**src/hw/rtl/dws_pkg.sv**
```systemverilog
// Package with the word types and fixed constants of the differential wheel sync unit.
`default_nettype none

package dws_pkg;

  // Servo pulse widths for stop and the two mode limits.
  localparam logic [12:0] SPEED_STOP    = 13'd4500;
  localparam logic [12:0] SPEED_FWD_MAX = 13'd5700;
  localparam logic [12:0] SPEED_REV_MAX = 13'd3300;

  // Proportional gain as a left shift amount (gain of four).
  localparam int unsigned GAIN_SHIFT = 2;

  // Configuration register indexes.
  typedef enum logic [1:0] {
    CFG_BASE_SPEED     = 2'd0,
    CFG_TARGET_TICKS   = 2'd1,
    CFG_STOP_AT_TARGET = 2'd2
  } cfg_idx_e;

  // One input word: new encoder pulses and the clear flag.
  typedef struct packed {
    logic [7:0] left_pulses;
    logic [7:0] right_pulses;
    logic       clear_totals;
  } in_word_t;

  // One result word: drive commands, target flag and running totals.
  typedef struct packed {
    logic [12:0] left_drive;
    logic [12:0] right_drive;
    logic        reached;
    logic [23:0] left_count;
    logic [23:0] right_count;
  } out_word_t;

endpackage

`default_nettype wire

```
**src/hw/rtl/differential_wheel_sync_unit.sv**
```systemverilog
// Top level of the differential wheel sync unit: encoder totals and balancing drive control.
//
// Usage: each input word carries the left and right encoder pulses counted since the
// previous word and a flag that zeroes both running totals before they are added.
// For every accepted input word the block returns exactly one result word with the two
// servo drive commands, the reached flag and the low 24 bits of both totals.
// Both channels use valid and stall; a word moves at a clock edge with valid high and
// stall low. The configuration port writes base speed, target ticks and the stop enable
// at any edge with cfg_we_i high; the user must write it only while no word is in flight,
// and the block itself does not enforce this. An accepted word passes the input register
// and the arithmetic into the result register before it is shown on the output.
// Throughput: one word per cycle while out_stall_i is low; the totals are updated as each
// word passes from the input register to the result register, so back-to-back words chain
// at full rate. When the receiver stalls, the result word holds and the input register still
// takes one more word; input stall rises only when both registers are full.
// Reset clears both totals, the valid flags and the configuration to its reset values
// (base speed 4500, target zero, stop disabled).
`default_nettype none

module differential_wheel_sync_unit #(
  parameter int unsigned COUNT_WIDTH = 24
) (
  input  wire logic               clk_i,
  input  wire logic               rst_ni,
  input  wire logic               in_valid_i,
  output logic                    in_stall_o,
  input  wire dws_pkg::in_word_t  in_word_i,
  output logic                    out_valid_o,
  input  wire logic               out_stall_i,
  output dws_pkg::out_word_t      out_word_o,
  input  wire logic               cfg_we_i,
  input  wire logic [1:0]         cfg_idx_i,
  input  wire logic [23:0]        cfg_wdata_i
);

  import dws_pkg::*;

  // Signed width that holds base plus or minus four times the total difference.
  localparam int unsigned SW = COUNT_WIDTH + 4;

  localparam logic signed [SW-1:0] STOP_S    = $signed(SW'(SPEED_STOP));
  localparam logic signed [SW-1:0] FWD_MAX_S = $signed(SW'(SPEED_FWD_MAX));
  localparam logic signed [SW-1:0] REV_MAX_S = $signed(SW'(SPEED_REV_MAX));
  localparam logic [COUNT_WIDTH-1:0] TOTAL_MAX = {COUNT_WIDTH{1'b1}};

  // Clamp a signed drive value into [lo, hi] and return its pulse width.
  function automatic logic [12:0] clamp_drive(logic signed [SW-1:0] v,
                                              logic signed [SW-1:0] lo,
                                              logic signed [SW-1:0] hi);
    logic signed [SW-1:0] r;
    if (v > hi) begin
      r = hi;
    end else if (v < lo) begin
      r = lo;
    end else begin
      r = v;
    end
    return r[12:0];
  endfunction

  // Configuration registers.
  logic [12:0] base_speed_q;
  logic [23:0] target_ticks_q;
  logic        stop_at_target_q;

  always_ff @(posedge clk_i or negedge rst_ni) begin
    if (!rst_ni) begin
      base_speed_q     <= SPEED_STOP;
      target_ticks_q   <= '0;
      stop_at_target_q <= 1'b0;
    end else if (cfg_we_i) begin
      case (cfg_idx_i)
        CFG_BASE_SPEED:     base_speed_q     <= cfg_wdata_i[12:0];
        CFG_TARGET_TICKS:   target_ticks_q   <= cfg_wdata_i;
        CFG_STOP_AT_TARGET: stop_at_target_q <= cfg_wdata_i[0];
        default: ;
      endcase
    end
  end

  // Handshake of the two register stages.
  logic     in_valid_q;
  in_word_t in_word_q;
  logic     out_valid_q;
  logic     out_adv;
  logic     in_adv;
  logic     fire;

  assign out_adv    = !out_valid_q || !out_stall_i;
  assign fire       = in_valid_q && out_adv;
  assign in_stall_o = in_valid_q && !out_adv;
  assign in_adv     = in_valid_i && !in_stall_o;

  // Input register.
  always_ff @(posedge clk_i or negedge rst_ni) begin
    if (!rst_ni) begin
      in_valid_q <= 1'b0;
    end else if (!in_stall_o) begin
      in_valid_q <= in_valid_i;
    end
  end

  always_ff @(posedge clk_i) begin
    if (in_adv) begin
      in_word_q <= in_word_i;
    end
  end

  // Running totals: optional clear, then a saturating add of the new pulses.
  logic [COUNT_WIDTH-1:0] left_total_q, left_total_d;
  logic [COUNT_WIDTH-1:0] right_total_q, right_total_d;
  logic [COUNT_WIDTH-1:0] left_start, right_start;
  logic [COUNT_WIDTH:0]   left_sum, right_sum;

  always_comb begin
    left_start  = in_word_q.clear_totals ? '0 : left_total_q;
    right_start = in_word_q.clear_totals ? '0 : right_total_q;
    left_sum    = {1'b0, left_start} + (COUNT_WIDTH + 1)'(in_word_q.left_pulses);
    right_sum   = {1'b0, right_start} + (COUNT_WIDTH + 1)'(in_word_q.right_pulses);
    left_total_d  = left_sum[COUNT_WIDTH] ? TOTAL_MAX : left_sum[COUNT_WIDTH-1:0];
    right_total_d = right_sum[COUNT_WIDTH] ? TOTAL_MAX : right_sum[COUNT_WIDTH-1:0];
  end

  always_ff @(posedge clk_i or negedge rst_ni) begin
    if (!rst_ni) begin
      left_total_q  <= '0;
      right_total_q <= '0;
    end else if (fire) begin
      left_total_q  <= left_total_d;
      right_total_q <= right_total_d;
    end
  end

  // Target compare, balancing term and mode dependent clamps.
  logic                   reached;
  logic signed [COUNT_WIDTH:0] delta;
  logic signed [SW-1:0]   corr;
  logic signed [SW-1:0]   base_s;
  logic signed [SW-1:0]   sum_pos, sum_neg;
  out_word_t              out_word_d;

  always_comb begin
    reached = (32'(left_total_d) >= 32'(target_ticks_q)) ||
              (32'(right_total_d) >= 32'(target_ticks_q));
    delta   = $signed({1'b0, left_total_d}) - $signed({1'b0, right_total_d});
    corr    = SW'(delta) <<< GAIN_SHIFT;
    base_s  = $signed(SW'(base_speed_q));
    sum_pos = base_s + corr;
    sum_neg = base_s - corr;

    if (stop_at_target_q && reached) begin
      out_word_d.left_drive  = SPEED_STOP;
      out_word_d.right_drive = SPEED_STOP;
    end else if (base_s > STOP_S) begin
      out_word_d.left_drive  = clamp_drive(sum_pos, STOP_S, FWD_MAX_S);
      out_word_d.right_drive = clamp_drive(sum_neg, STOP_S, FWD_MAX_S);
    end else begin
      out_word_d.left_drive  = clamp_drive(sum_neg, REV_MAX_S, STOP_S);
      out_word_d.right_drive = clamp_drive(sum_pos, REV_MAX_S, STOP_S);
    end
    out_word_d.reached     = reached;
    out_word_d.left_count  = 24'(32'(left_total_d));
    out_word_d.right_count = 24'(32'(right_total_d));
  end

  // Result register.
  out_word_t out_word_q;

  always_ff @(posedge clk_i or negedge rst_ni) begin
    if (!rst_ni) begin
      out_valid_q <= 1'b0;
    end else if (out_adv) begin
      out_valid_q <= in_valid_q;
    end
  end

  always_ff @(posedge clk_i) begin
    if (fire) begin
      out_word_q <= out_word_d;
    end
  end

  assign out_valid_o = out_valid_q;
  assign out_word_o  = out_word_q;

endmodule

`default_nettype wire

```
**config.mk**
```make
export PLATFORM = sky130hd
export DESIGN_NAME = differential_wheel_sync_unit
export DESIGN_NICKNAME = d
export VERILOG_FILES = /design/src/hw/rtl/dws_pkg.sv /design/src/hw/rtl/differential_wheel_sync_unit.sv
export SDC_FILE = /design/constraint.sdc
export NUM_CORES = 1
export LEC_CHECK = 0
export ABC_AREA = 1
export BUFFER_PORTS_ARGS = -buffer_cell sky130_fd_sc_hd__buf_2
export CAP_MARGIN = 30
export CELL_PAD_IN_SITES_DETAIL_PLACEMENT = 1
export CELL_PAD_IN_SITES_GLOBAL_PLACEMENT = 1
export CORE_UTILIZATION = 45
export DETAILED_ROUTE_END_ITERATION = 8
export HOLD_SLACK_MARGIN = 0.12
export PLACE_DENSITY = 0.9
export SYNTH_ARGS = -nofsm -noshare
export SYNTH_HDL_FRONTEND = slang
export SYNTH_SLANG_ARGS = --single-unit
```
**constraint.sdc**
```tcl
create_clock -name clk_i -period 8.55 [get_ports clk_i]
set_clock_uncertainty 0.15 [all_clocks]
set_input_delay 1.2825 -clock clk_i [delete_from_list [all_inputs] [get_ports clk_i]]
set_output_delay 1.2825 -clock clk_i [all_outputs]
set_load 0.01 [all_outputs]
```
After elaboration in Yosys (flattened, before gate mapping)
Cells that the tools add are included.
- add/subtract/negate cells: 5
- magnitude comparators: 11
- eq/ne operators: 2
- muxes and demuxes: 13
- reduce and logical (&&, ||, !) cells: 14
- operator list (cell ; count):
    greater-than comparator 28 x 14 -> 1 bit (second input constant) ; 4
    two-way mux 13 bit ; 8
    two-way mux 24 bit ; 4
    < comparator 28 x 13 -> 1 bit (second input constant) ; 2
    < comparator 28 x 14 -> 1 bit (second input constant) ; 2
    adder 24 x 8 -> 25 bit ; 2
    >= comparator 24 bit ; 2
    adder 14 x 27 -> 28 bit ; 1
    subtractor 14 x 27 -> 28 bit ; 1
    two-way mux 26 bit ; 1
    subtractor 24 x 24 -> 25 bit ; 1
    greater-than comparator 13 bit (second input constant) ; 1
    AND reduction 2 bit ; 3
    logical AND 1 bit ; 4
    logical NOT 1 bit ; 4
    equality test 2 x 1 -> 1 bit (second input constant) ; 1
    equality test 2 bit (second input constant) ; 1
    logical NOT 2 bit ; 1
    logical OR 1 bit ; 2
- flip-flop bits (word level): 180
- input bits: 48
- output and inout port bits: 77
- word-level logic and storage cells: 60

Longest topological paths before layout
Gate-level depths: netlist (run 1).
- word-level depth: 9
- depth in mapped cells: 52
- mapped depth without buffers: 48

Worst setup path before layout (run 1)
OpenSTA, ideal clock, no wires.
- path type: flip-flop to flip-flop
- start: register in_word_q[0] in the netlist's numbering
- end: register out_word_q (netlist bit out_word_o[74]) (data pin)
- library setup time: 0.254 ns
- arrival: 7.082 ns
- path slack: 1.064 ns
- cell stages (with the launch flop): 46
- clock period less this slack: 7.486 ns
- cell sequence: edfxtp_1 > buf_6 > clkbuf_1 > clkbuf_1 > clkbuf_1 > clkbuf_1 > nor2_1 > ha_1 > a21oi_1 > nand2_1 > nand2_1 > nand2_2 > nand3_2 > clkinv_1 > nor2_1 > inv_1 > ha_1 > fa_1 > (+10 left out) > nor2_1 > nor3_1 > nand3_1 > nand3b_1 > nor2_1 > nand2_1 > nand2_1 > nand2_1 > nor2_2 > nand2_1 > nor2_2 > nand3_2 > nand2_4 > inv_2 > nand2_4 > nand2_1 > nor3_2 > inv_2
- RTL lines (what ; RTL line ; source):
    from (decl) ; differential_wheel_sync_unit.sv:83 ; in_word_t in_word_q;
    from (signal assigned) ; differential_wheel_sync_unit.sv:105 ; in_word_q <= in_word_i;
    to (signal assigned) ; differential_wheel_sync_unit.sv:179 ; out_word_q <= out_word_d;
    to (decl) ; differential_wheel_sync_unit.sv:167 ; out_word_t out_word_q;

Final worst setup path (run 1)
- start: register in_word_q[0] in the netlist's numbering
- end: register out_word_q (netlist bit out_word_o[74]) (data pin)
- cells in the longest elaborated chain, start to end: 9
- ends and longest elaborated chain (what ; RTL line ; source):
    two-way mux 24 bit * ; differential_wheel_sync_unit.sv:116 ; left_start = in_word_q.clear_totals ? '0 : left_total_q;
    adder 24 x 8 -> 25 bit * ; differential_wheel_sync_unit.sv:118 ; left_sum = {1'b0, left_start} + (COUNT_WIDTH + 1)'(in_word_q.left_pulses);
    two-way mux 24 bit * ; differential_wheel_sync_unit.sv:120 ; left_total_d = left_sum[COUNT_WIDTH] ? TOTAL_MAX : left_sum[COUNT_WIDTH-1:0];
    named net left_total_d[5] ; differential_wheel_sync_unit.sv:110 ; logic [COUNT_WIDTH-1:0] left_total_q, left_total_d;
    subtractor 24 x 24 -> 25 bit ; differential_wheel_sync_unit.sv:145 ; delta = $signed({1'b0, left_total_d}) - $signed({1'b0, right_total_d});
    subtractor 14 x 27 -> 28 bit or adder 14 x 27 -> 28 bit (tied branches) ; differential_wheel_sync_unit.sv:149, differential_wheel_sync_unit.sv:148 ;
    < comparator 28 x 13 -> 1 bit or < comparator 28 x 14 -> 1 bit (tied branches) ; differential_wheel_sync_unit.sv:53 ; end else if (v < lo) begin
    two-way mux 13 bit ; differential_wheel_sync_unit.sv:53 ;
    two-way mux 13 bit ; differential_wheel_sync_unit.sv:51 ; if (v > hi) begin
    two-way mux 26 bit ; differential_wheel_sync_unit.sv:154 ; end else if (base_s > STOP_S) begin
The timed path passes the listed nets; every way through them passes the cells marked *.
A chain may end at the register's enable or synchronous reset.

==> results of run 1 <==
cell usage after synthesis, drive strengths merged (6+ instances only):
cell type / count
ha: 111
nor2: 219
xor2: 35
o21a: 12
or2: 7
nand2: 434
buf: 8
o211ai: 9
o21ai: 135
dfrtp: 83
inv: 281
a21oi: 91
clkbuf: 24
nand3: 153
o21bai: 8
nand4: 31
xnor2: 6
edfxtp: 92
nor3: 27
nand3b: 8
a31oi: 7
path summary, 6_finish.rpt:
path | from | to | cells past startpoint
worst max-delay path | in_word_q[0]$_DFFE_PP_ | out_word_o[74]$_SDFFCE_PP1P_ | 43
worst min-delay path | target_ticks_q[1]$_DFFE_PN0P_ | target_ticks_q[1]$_DFFE_PN0P_ | 2
worst max register to register | in_word_q[0]$_DFFE_PP_ | out_word_o[74]$_SDFFCE_PP1P_ | 43
worst min register to register | target_ticks_q[1]$_DFFE_PN0P_ | target_ticks_q[1]$_DFFE_PN0P_ | 2
max in group asynchronous | rst_ni | base_speed_q[1]$_DFFE_PN0P_ | 2
min in group asynchronous | rst_ni | left_total_q[6]$_DFFE_PN0P_ | 1
routing by layer:
metal,vias to the layer above,part of all wire [%],track usage (%)
li1,6271,-,-
met1,6460,45,40.00
met2,393,47,49.72
met3,85,4.7,3.424
met4,0,3.2,10.51
met5,-,0,0
timing repair:
action,4_1_cts,5_1_grt
buffers inserted,0,2
setup endpoints to repair,0,26
hold buffers,0,0
gates resized for setup,0,9
flip-flops by register name, summed over array words and instances (netlist names):
signal and flops:
left_total_q 24, out_word_o 75, stop_at_target_q 1, right_total_q 24, base_speed_q 13, out_valid_o 1, in_valid_q 1, target_ticks_q 24
in_word_q 17
cell families (layout without fill, tap and decap cells):
kind of cell,Yosys count,after routing,synth area share [%]
AOI/OAI and AO/OA,286,286,11.62
adders and majority gates,116,116,10.91
buffers and inverters,317,454,8.886
and+or+nand+nor,890,890,29.52
DFF,180,180,36.43
xor gates and xnor gates,41,41,2.632
critical path: cells and delay by family, from the launching register on:
family,cells,cell delay [ns]
compound gates,1,0.27
xor+xnor,1,0.27
fa+ha+maj,4,1.45
buf+inv,7,0.63
flops,1,0.41
simple gates,30,4.47
metrics by stage:
stage                     TNS [ns]  utilization [%]  cells  instance area, µm²  setup WS (ns)
after detailed placement         0            49.61   2323               14740         0.2958
after global placement           0            49.45   2321               14700         0.8141
after floorplan                  0                -   1830               13640          1.064
after CTS                        0            51.59   2355               15330         0.2047
final                            0            51.77   2357               15380         0.6483
after global routing      -0.09629            51.77   2357               15380       -0.05723
area by class of cell:
type	instances	area (µm²)
inverters	285	1076
well taps	390	488.0
clock buffers	17	425.4
fillers	3793	14330
multi-input cells	1333	7502
flip-flops and latches	180	4971
repair buffers	137	757.0
clock inverters	15	163.9
==> implementation parameters, run 1 <==
Parameter                              Value

Synthesis
  Most area-consuming cells after synthesis ... sky130_fd_sc_hd__edfxtp_1 (20%), sky130_fd_sc_hd__dfrtp_1 (15%), sky130_fd_sc_hd__nand2_1 (11%), sky130_fd_sc_hd__ha_1 (10%), sky130_fd_sc_hd__inv_1 (7.4%)
  Fraction of the yosys area taken by sequential cells ... 36.43%
  Gate Count Post-Synth ... 1,830
  Flip-flop cell with the highest count after synthesis ... sky130_fd_sc_hd__edfxtp_1
  Net count after synthesis ... 1,994
  Number of flops mapped to enable cells by yosys ... 92
  Share of synthesized registers carrying an async set or reset ... 48.89%
  Yosys top cell by area ... sky130_fd_sc_hd__edfxtp_1
  #FFs+latches synth ... 180
  Number of different library cells in the post-synthesis netlist ... 52
  Count of synthesis-stage warnings from yosys ... 0
  Post-synthesis instance area ... 13,640 µm²
  Yosys top cell area share ... 20.25%
  Syn Area/Cell ... 7.456 µm²

Cells and area
  Number of nets in the final layout ... 2,118
  Count of antenna diodes in the layout ... 0
  Highest-count cells in the layout ignoring fill and taps ... sky130_fd_sc_hd__nand2_1 (402), sky130_fd_sc_hd__inv_1 (269), sky130_fd_sc_hd__nor2_1 (193)
  Area overhead of the layout relative to synthesis ... 12.75%
  Layout cell share with drive strength beyond 1 ... 14.13%
  Leading cell type in the layout, fill and taps excluded ... sky130_fd_sc_hd__nand2_1

Setup path
  Slowest cell on crit path ... sky130_fd_sc_hd__ha_1
  Signal arrival time at the worst endpoint ... 7.96 ns
  Worst path required time ... 8.61 ns
  Setup CP Type ... register to register
  Worst Setup End Kind ... register
  Critical path fanouts, max ... 22
  Reg-to-reg setup timing slack ... 0.65 ns
  Cell mode on critical path ... sky130_fd_sc_hd__nand2_1
  Kind of start point of the critical path ... register
  Max incr delay on CP ... 0.45 ns

Placed design
  Placed wire-length estimate after detailed placement ... 34,380 µm
  Port buffer count ... 124
  Gp weighted congestion ... 0.9124

Floorplan
  Die Outline Area ... 31,020 µm²
  Die extent in x ... 176.1 µm
  Area of the placeable core ... 29,720 µm²
  Placement row count ... 63
  Number of top-level design ports ... 125
  Height of the chip ... 176.1 µm
  Initial standard-cell utilization of the core ... 45.91%

Global route
  Initial antenna violation count ... 0
  Vias in the first global route ... 13.72k
  Global-route wire length before repair ... 72,440 µm
  Pin count of the biggest net entering global routing ... 73
  Gr usage total ... 29.86%
  Total gr overflow ... 0

STA
  FMAX ... 0.1266 GHz
  Slew Limit Headroom ... 33.70%
  Final Hold Slack ... 0.3467 ns
  Clock period minus final worst setup slack ... 7.902 ns
  Final clock period utilization by the worst path ... 92.42%
  Hold violation count in the final report ... 0
  Total of endpoints with negative setup slack in the final report ... 0
  Worst-margin pin slew ... 0.9945 ns
  Pins Over Slew Limit ... 0

Route
  Avg WL per Cell ... 19.04 µm
  Router iterations before antenna repair ... 7
  DRT iter0 DRCs ... 803
  Vias after detailed routing ... 13.21k
  Final wirelength ... 44,870 µm
  Number of antenna-violating nets in the routed design ... 0
  DRC errors left ... 0
  Via density ... 5.604

Clock tree
  H-tree depth ... 4
  Clock sink count ... 180
  Cell at the root of the clock tree ... sky130_fd_sc_hd__clkbuf_16
  Cts bufs inserted ... 17
  Source-to-sink clock delay at the later pin of the worst-skew pair ... 0.47 ns
  Clk slew on worst S/H paths ... 0.08 ns
  Largest buffer count on any clock path ... 2
  TritonCTS clock tree ... done

Run status
  Outcome ... complete, no violations

Hold path
  Path category of the worst min-delay check ... register to register

Job
  # Max-Cap Violations ... 0
Power of run 1 is left out: the tool's default activity adds up to more than one toggle a clock period on the data nets, which glitch-free logic cannot reach.
==> inputs of run 2 (changes only) <==
clock period = 9 ns   (was 8.55 ns; I/O delays follow)
==> run 2 against run 1 <==
  * Cell count did not move
  * Sequential share of layout area barely moved
  * Sequential cell count unchanged
  * Non-clock buffer count did not move
  * Global-route usage is 0.13 points lower
  * Die area unchanged
  * Register-to-register slack gained 0.24 ns
  * Count of clock-buffer cells in the layout unchanged
  * Hold slack worse by 0.0022 ns
  * Setup slack improved by 0.24 ns
  * Highest routed layer unchanged
  * Maximum frequency is 2.6% lower
  * Critical path depth is 2 higher
==> implementation parameters, run 2 (synthesis results as in run 1) <==
Parameter                              Value

Floorplan
  Die extent in x ... 176.1 µm (unchanged)
  Die Outline Area ... 31,020 µm² (unchanged)
  Number of top-level design ports ... 125 (unchanged)
  Placement row count ... 63 (unchanged)
  Initial standard-cell utilization of the core ... 45.91% (unchanged)
  Height of the chip ... 176.1 µm (unchanged)
  Area of the placeable core ... 29,720 µm² (unchanged)

Route
  Final wirelength ... 44,790 µm (was 44,870 µm)
  Avg WL per Cell ... 19.00 µm (was 19.04 µm)
  Via density ... 5.553 (was 5.604)
  DRC errors left ... 0 (unchanged)
  Router iterations before antenna repair ... 5 (was 7)
  DRT iter0 DRCs ... 948 (was 803)
  Number of antenna-violating nets in the routed design ... 0 (unchanged)
  Vias after detailed routing ... 13.09k (was 13.21k)

Setup path
  Critical Path Source ... in_word_q[0]$_DFFE_PP_ (unchanged)
  Signal arrival time at the worst endpoint ... 8.18 ns (was 7.96 ns)
  Critical path fanouts, max ... 14 (was 22)
  Setup CP Type ... register to register (unchanged)
  Worst Setup End Kind ... register (unchanged)
  Startpoint of the lowest-slack register-to-register path ... in_word_q[0]$_DFFE_PP_ (unchanged)
  Worst path required time ... 9.07 ns (was 8.61 ns)
  Cell mode on critical path ... sky130_fd_sc_hd__nand2_1 (unchanged)
  Slowest cell on crit path ... sky130_fd_sc_hd__ha_1 (unchanged)
  Kind of start point of the critical path ... register (unchanged)
  Max incr delay on CP ... 0.48 ns (was 0.45 ns)
  Reg-to-reg setup timing slack ... 0.89 ns (was 0.65 ns)

Global route
  Initial antenna violation count ... 0 (unchanged)
  Gr usage total ... 29.73% (was 29.86%)
  Vias in the first global route ... 13.74k (was 13.72k)
  Pin count of the biggest net entering global routing ... 70 (was 73)
  Global-route wire length before repair ... 71,820 µm (was 72,440 µm)
  Total gr overflow ... 0 (unchanged)

STA
  Total of endpoints with negative setup slack in the final report ... 0 (unchanged)
  Worst-margin pin slew ... 0.8684 ns (was 0.9945 ns)
  FMAX ... 0.1233 GHz (was 0.1266 GHz)
  Hold violation count in the final report ... 0 (unchanged)
  Final-layout setup total negative slack ... 0 ns (unchanged)
  Unrepaired setup endpoints after global routing ... no
  Slew Limit Headroom ... 41.49% (was 33.70%)
  Pins Over Slew Limit ... 0 (unchanged)
  Clock period minus final worst setup slack ... 8.109 ns (was 7.902 ns)
  Final clock period utilization by the worst path ... 90.10% (was 92.42%)
  Final WS setup ... 0.8912 ns (was 0.6483 ns)

Cells and area
  Area of all placed cells without fillers ... 15,360 µm² (was 15,380 µm²)
  Number of nets in the final layout ... 2,118 (unchanged)
  Area overhead of the layout relative to synthesis ... 12.60% (was 12.75%)
  Flip-flop count of the largest register, all copies and words added ... 75 (unchanged)
  Highest-count cells in the layout ignoring fill and taps ... sky130_fd_sc_hd__nand2_1 (402), sky130_fd_sc_hd__inv_1 (269), sky130_fd_sc_hd__nor2_1 (195) (was sky130_fd_sc_hd__nand2_1 (402), sky130_fd_sc_hd__inv_1 (269), sky130_fd_sc_hd__nor2_1 (193))
  Layout cell share with drive strength beyond 1 ... 13.88% (was 14.13%)
  Leading cell type in the layout, fill and taps excluded ... sky130_fd_sc_hd__nand2_1 (unchanged)
  Count of antenna diodes in the layout ... 0 (unchanged)

Placed design
  Placed Instance Area ... 14,720 µm² (was 14,740 µm²)
  Gp weighted congestion ... 0.8947 (was 0.9124)
  Worst setup slack after placement ... 0.8639 ns (was 0.2958 ns)
  Port buffer count ... 124 (unchanged)
  Placed wire-length estimate after detailed placement ... 34,730 µm (was 34,380 µm)

Clock tree
  Post_cts resized ... 0 (unchanged)
  Clock sink count ... 180 (unchanged)
  TritonCTS clock tree ... done (unchanged)
  Largest buffer count on any clock path ... 2 (unchanged)
  Cell at the root of the clock tree ... sky130_fd_sc_hd__clkbuf_16 (unchanged)
  H-tree depth ... 4 (unchanged)
  Post-CTS repair timing setup buffer count ... 0 (unchanged)
  Clk slew on worst S/H paths ... 0.08 ns (about the same)
  Source-to-sink clock delay at the later pin of the worst-skew pair ... 0.47 ns (about the same)
  Count of hold buffers inserted by post-cts repair ... 0 (unchanged)
  Cts bufs inserted ... 17 (unchanged)

Hold path
  Launch instance of the worst min-delay path ... right_total_q[12]$_DFFE_PN0P_ (was target_ticks_q[1]$_DFFE_PN0P_)
  Path category of the worst min-delay check ... register to register (unchanged)

Job
  # Max-Cap Violations ... 0 (unchanged)

Run status
  Outcome ... complete, no violations (unchanged)
## run 2: metrics by stage
step	util (%)	std cells	hold slack, ns
2_1_floorplan	-	1830	0.2840
5_1_grt	51.70	2357	0.3697
4_1_cts	51.58	2354	0.3481
3_5_place_dp	49.54	2322	0.3278
3_3_place_gp	49.45	2321	0.3161
6_report	51.70	2357	0.3445
## run 2: routing by layer
layer / wire, µm / track usage (%)
met5: 0 / 0
met4: 1502 / 11.52
met3: 2122 / 3.618
met2: 20970 / 49.15
met1: 20190 / 39.60
## run 2: area by class of cell
type | instances | area, µm²
flip-flops and latches | 180 | 4971
well taps | 390 | 488.0
clock buffers | 17 | 425.4
clock inverters | 15 | 180.2
inverters | 285 | 1072
fillers | 3797 | 14350
repair buffers | 137 | 753.2
multi-input cells | 1333 | 7473
## run 2: path summary, 6_finish.rpt
| kind | end | cells after the start |
|---|---|---|
| min in group asynchronous | left_total_q[4]$_DFFE_PN0P_ | 1 |
| max | out_word_o[63]$_SDFFCE_PP0P_ | 45 |
| min reg2reg | right_total_q[12]$_DFFE_PN0P_ | 2 |
| min | right_total_q[12]$_DFFE_PN0P_ | 2 |
| max in group asynchronous | left_total_q[13]$_DFFE_PN0P_ | 2 |
| max reg2reg | out_word_o[63]$_SDFFCE_PP0P_ | 45 |
## run 2: worst max-delay path, delay by kind of cell, from the launching register on
| family | cells | cell delay [ns] |
|---|---|---|
| adders and majority gates | 5 | 1.77 |
| and+or+nand+nor | 30 | 3.75 |
| buffers and inverters | 6 | 0.84 |
| DFF | 1 | 0.41 |
| xor gates and xnor gates | 1 | 0.21 |
| AOI/OAI and AO/OA | 3 | 0.76 |
Power of run 2 is left out for the same reason.
==> inputs of run 3 (changes only) <==
RECOVER_POWER = 50   (was default)
clock period = 8.4 ns   (was 9 ns; I/O delays follow)
==> run 3 against run 2 <==
  * The flow now finishes with violations (max-capacitance violations, max-slew violations)
  * Maximum frequency increased by 3.6%
  * Highest routed layer unchanged
  * Largest cell class unchanged
  * First-iteration DRC count down 19%
  * Wire length increased by 0.66%
  * Count of clock-buffer cells in the layout unchanged
  * Via count grew 1.0%
  * Critical endpoint is now out_word_o[62]$_SDFFCE_PP0P_
==> implementation parameters, run 3 (synthesis results as in run 1) <==
Parameter                              Value

STA
  Slew Limit Headroom ... -100.2% (was 41.49%)
  Final-layout setup total negative slack ... 0 ns (unchanged)
  Worst-margin pin slew ... 3.003 ns (was 0.8684 ns)
  Unrepaired setup endpoints after global routing ... no (unchanged)
  FMAX ... 0.1278 GHz (was 0.1233 GHz)
  Final clock period utilization by the worst path ... 93.14% (was 90.10%)
  Pins Over Slew Limit ... 192 (was 0)
  Clock period minus final worst setup slack ... 7.824 ns (was 8.109 ns)
  Total of endpoints with negative setup slack in the final report ... 0 (unchanged)
  Hold violation count in the final report ... 0 (unchanged)
  Final WS setup ... 0.5758 ns (was 0.8912 ns)

Cells and area
  Fill cell total of the finished layout ... 3,843 (was 3,797)
  Layout cell share with drive strength beyond 1 ... 11.52% (was 13.88%)
  Area overhead of the layout relative to synthesis ... 12.16% (was 12.60%)
  FF+latch area ... 4971 µm² (unchanged)
  Count of antenna diodes in the layout ... 0 (unchanged)
  Core utilization of the finished layout ... 51.50% (was 51.70%)
  Leading cell type in the layout, fill and taps excluded ... sky130_fd_sc_hd__nand2_1 (unchanged)
  Flip-flop count of the largest register, all copies and words added ... 75 (unchanged)
  Highest-count cells in the layout ignoring fill and taps ... sky130_fd_sc_hd__nand2_1 (402), sky130_fd_sc_hd__inv_1 (269), sky130_fd_sc_hd__nor2_1 (196) (was sky130_fd_sc_hd__nand2_1 (402), sky130_fd_sc_hd__inv_1 (269), sky130_fd_sc_hd__nor2_1 (195))
  Number of nets in the final layout ... 2,121 (was 2,118)
  Area taken by multi-input logic gates ... 7461 µm² (was 7473 µm²)

Setup path
  Signal arrival time at the worst endpoint ... 7.88 ns (was 8.18 ns)
  Critical path fanouts, max ... 14 (unchanged)
  Worst Setup End Kind ... register (unchanged)
  Kind of start point of the critical path ... register (unchanged)
  Setup CP Type ... register to register (unchanged)
  Cell mode on critical path ... sky130_fd_sc_hd__nand2_1 (unchanged)
  Worst path required time ... 8.46 ns (was 9.07 ns)
  Max incr delay on CP ... 0.56 ns (was 0.48 ns)
  Slowest cell on crit path ... sky130_fd_sc_hd__o31ai_1 (was sky130_fd_sc_hd__ha_1)

Clock tree
  Cell at the root of the clock tree ... sky130_fd_sc_hd__clkbuf_16 (unchanged)
  Cts bufs inserted ... 17 (unchanged)
  Clk slew on worst S/H paths ... 0.08 ns (about the same)
  Clock sink count ... 180 (unchanged)
  H-tree depth ... 4 (unchanged)
  TritonCTS clock tree ... done (unchanged)
  Source-to-sink clock delay at the later pin of the worst-skew pair ... 0.47 ns (about the same)
  Largest buffer count on any clock path ... 2 (unchanged)

Placed design
  Placed wire-length estimate after detailed placement ... 34,700 µm (was 34,730 µm)
  Gp weighted congestion ... 0.9144 (was 0.8947)
  Worst setup slack after placement ... 0.4241 ns (was 0.8639 ns)
  Port buffer count ... 124 (unchanged)

Floorplan
  Die Outline Area ... 31,020 µm² (unchanged)
  Placement row count ... 63 (unchanged)
  Die extent in x ... 176.1 µm (unchanged)
  Initial standard-cell utilization of the core ... 45.91% (unchanged)
  Area of the placeable core ... 29,720 µm² (unchanged)
  Height of the chip ... 176.1 µm (unchanged)
  Number of top-level design ports ... 125 (unchanged)

Route
  Number of antenna-violating nets in the routed design ... 0 (unchanged)
  Final wirelength ... 45,080 µm (was 44,790 µm)
  Avg WL per Cell ... 19.10 µm (was 19.00 µm)
  Via density ... 5.601 (was 5.553)
  DRT iter0 DRCs ... 767 (was 948)
  Vias after detailed routing ... 13.22k (was 13.09k)
  DRC errors left ... 0 (unchanged)
  Router iterations before antenna repair ... 5 (unchanged)

Job
  # Max-Cap Violations ... 4 (was 0)

Global route
  Total gr overflow ... 0 (unchanged)
  Pin count of the biggest net entering global routing ... 80 (was 70)
  Vias in the first global route ... 13.72k (was 13.74k)
  Global-route wire length before repair ... 71,970 µm (was 71,820 µm)
  Initial antenna violation count ... 0 (unchanged)
  Gr usage total ... 29.80% (was 29.73%)

Run status
  Violated checks ... max-capacitance violations, max-slew violations
  Outcome ... finished, violations left (was complete, no violations)

Hold path
  Path category of the worst min-delay check ... register to register (unchanged)
## run 3: changes by cell type in the layout (fill, tap and decap cells not counted), moves of 2 or more
cell                         previous run  this run
sky130_fd_sc_hd__clkbuf_1               0        47
sky130_fd_sc_hd__buf_2                123        80
sky130_fd_sc_hd__clkinv_4               1         3
sky130_fd_sc_hd__clkinvlp_4             2         0
sky130_fd_sc_hd__inv_6                  5         3
## run 3: worst max-delay path, delay by kind of cell (launching register included)
family | cells | cell delay [ns]
AND/OR/NAND/NOR | 29 | 3.57
adder cells (fa/ha/maj) | 4 | 1.45
AO/OA/AOI/OAI | 3 | 1.02
buffers and inverters | 7 | 0.84
flip-flops | 1 | 0.40
XOR/XNOR | 1 | 0.15
## run 3: what timing repair did
action / CTS / global route
resized for setup: 0 / 1
hold buffers: 0 / 0
buffers inserted: 0 / 2
endpoints found under the setup margin: 0 / 26
## run 3: layout make-up
type | instances | share of cell area [%]
Multi-Input combinational cell | 1333 | 48.75
Sequential cell | 180 | 32.48
Clock buffer | 17 | 2.780
Clock inverter | 15 | 1.169
Inverter | 285 | 7.007
Timing Repair Buffer | 140 | 4.619
Tap cell | 390 | 3.189
## run 3: metal layers
metal | part of all wire [%] | global-route usage [%]
met5 | 0 | 0
met4 | 3.7 | 12.61
met3 | 5.0 | 3.682
met2 | 46 | 48.84
met1 | 45 | 39.62
## run 3: worst paths after layout
path | cells after the start | start | to | slack [ns]
setup / recovery | 44 | in_word_q[0]$_DFFE_PP_ | out_word_o[62]$_SDFFCE_PP0P_ | 0.58
hold / removal | 2 | target_ticks_q[4]$_DFFE_PN0P_ | target_ticks_q[4]$_DFFE_PN0P_ | 0.35
setup reg to reg | 44 | in_word_q[0]$_DFFE_PP_ | out_word_o[62]$_SDFFCE_PP0P_ | 0.58
hold reg to reg | 2 | target_ticks_q[4]$_DFFE_PN0P_ | target_ticks_q[4]$_DFFE_PN0P_ | 0.35
max in group asynchronous | 2 | rst_ni | base_speed_q[0]$_DFFE_PN0P_ | 2.94
min in group asynchronous | 1 | rst_ni | left_total_q[5]$_DFFE_PN0P_ | 1.37
## run 3: through the flow
step / cell area, µm² / hold slack, ns / std cells
5_1_grt: 15300 / 0.3777 / 2360
3_3_place_gp: 14730 / 0.3162 / 2325
3_5_place_dp: 14750 / 0.3262 / 2326
6_report: 15300 / 0.3477 / 2360
2_1_floorplan: 13640 / 0.2840 / 1830
4_1_cts: 15360 / 0.3455 / 2358
Power of run 3 is left out for the same reason.
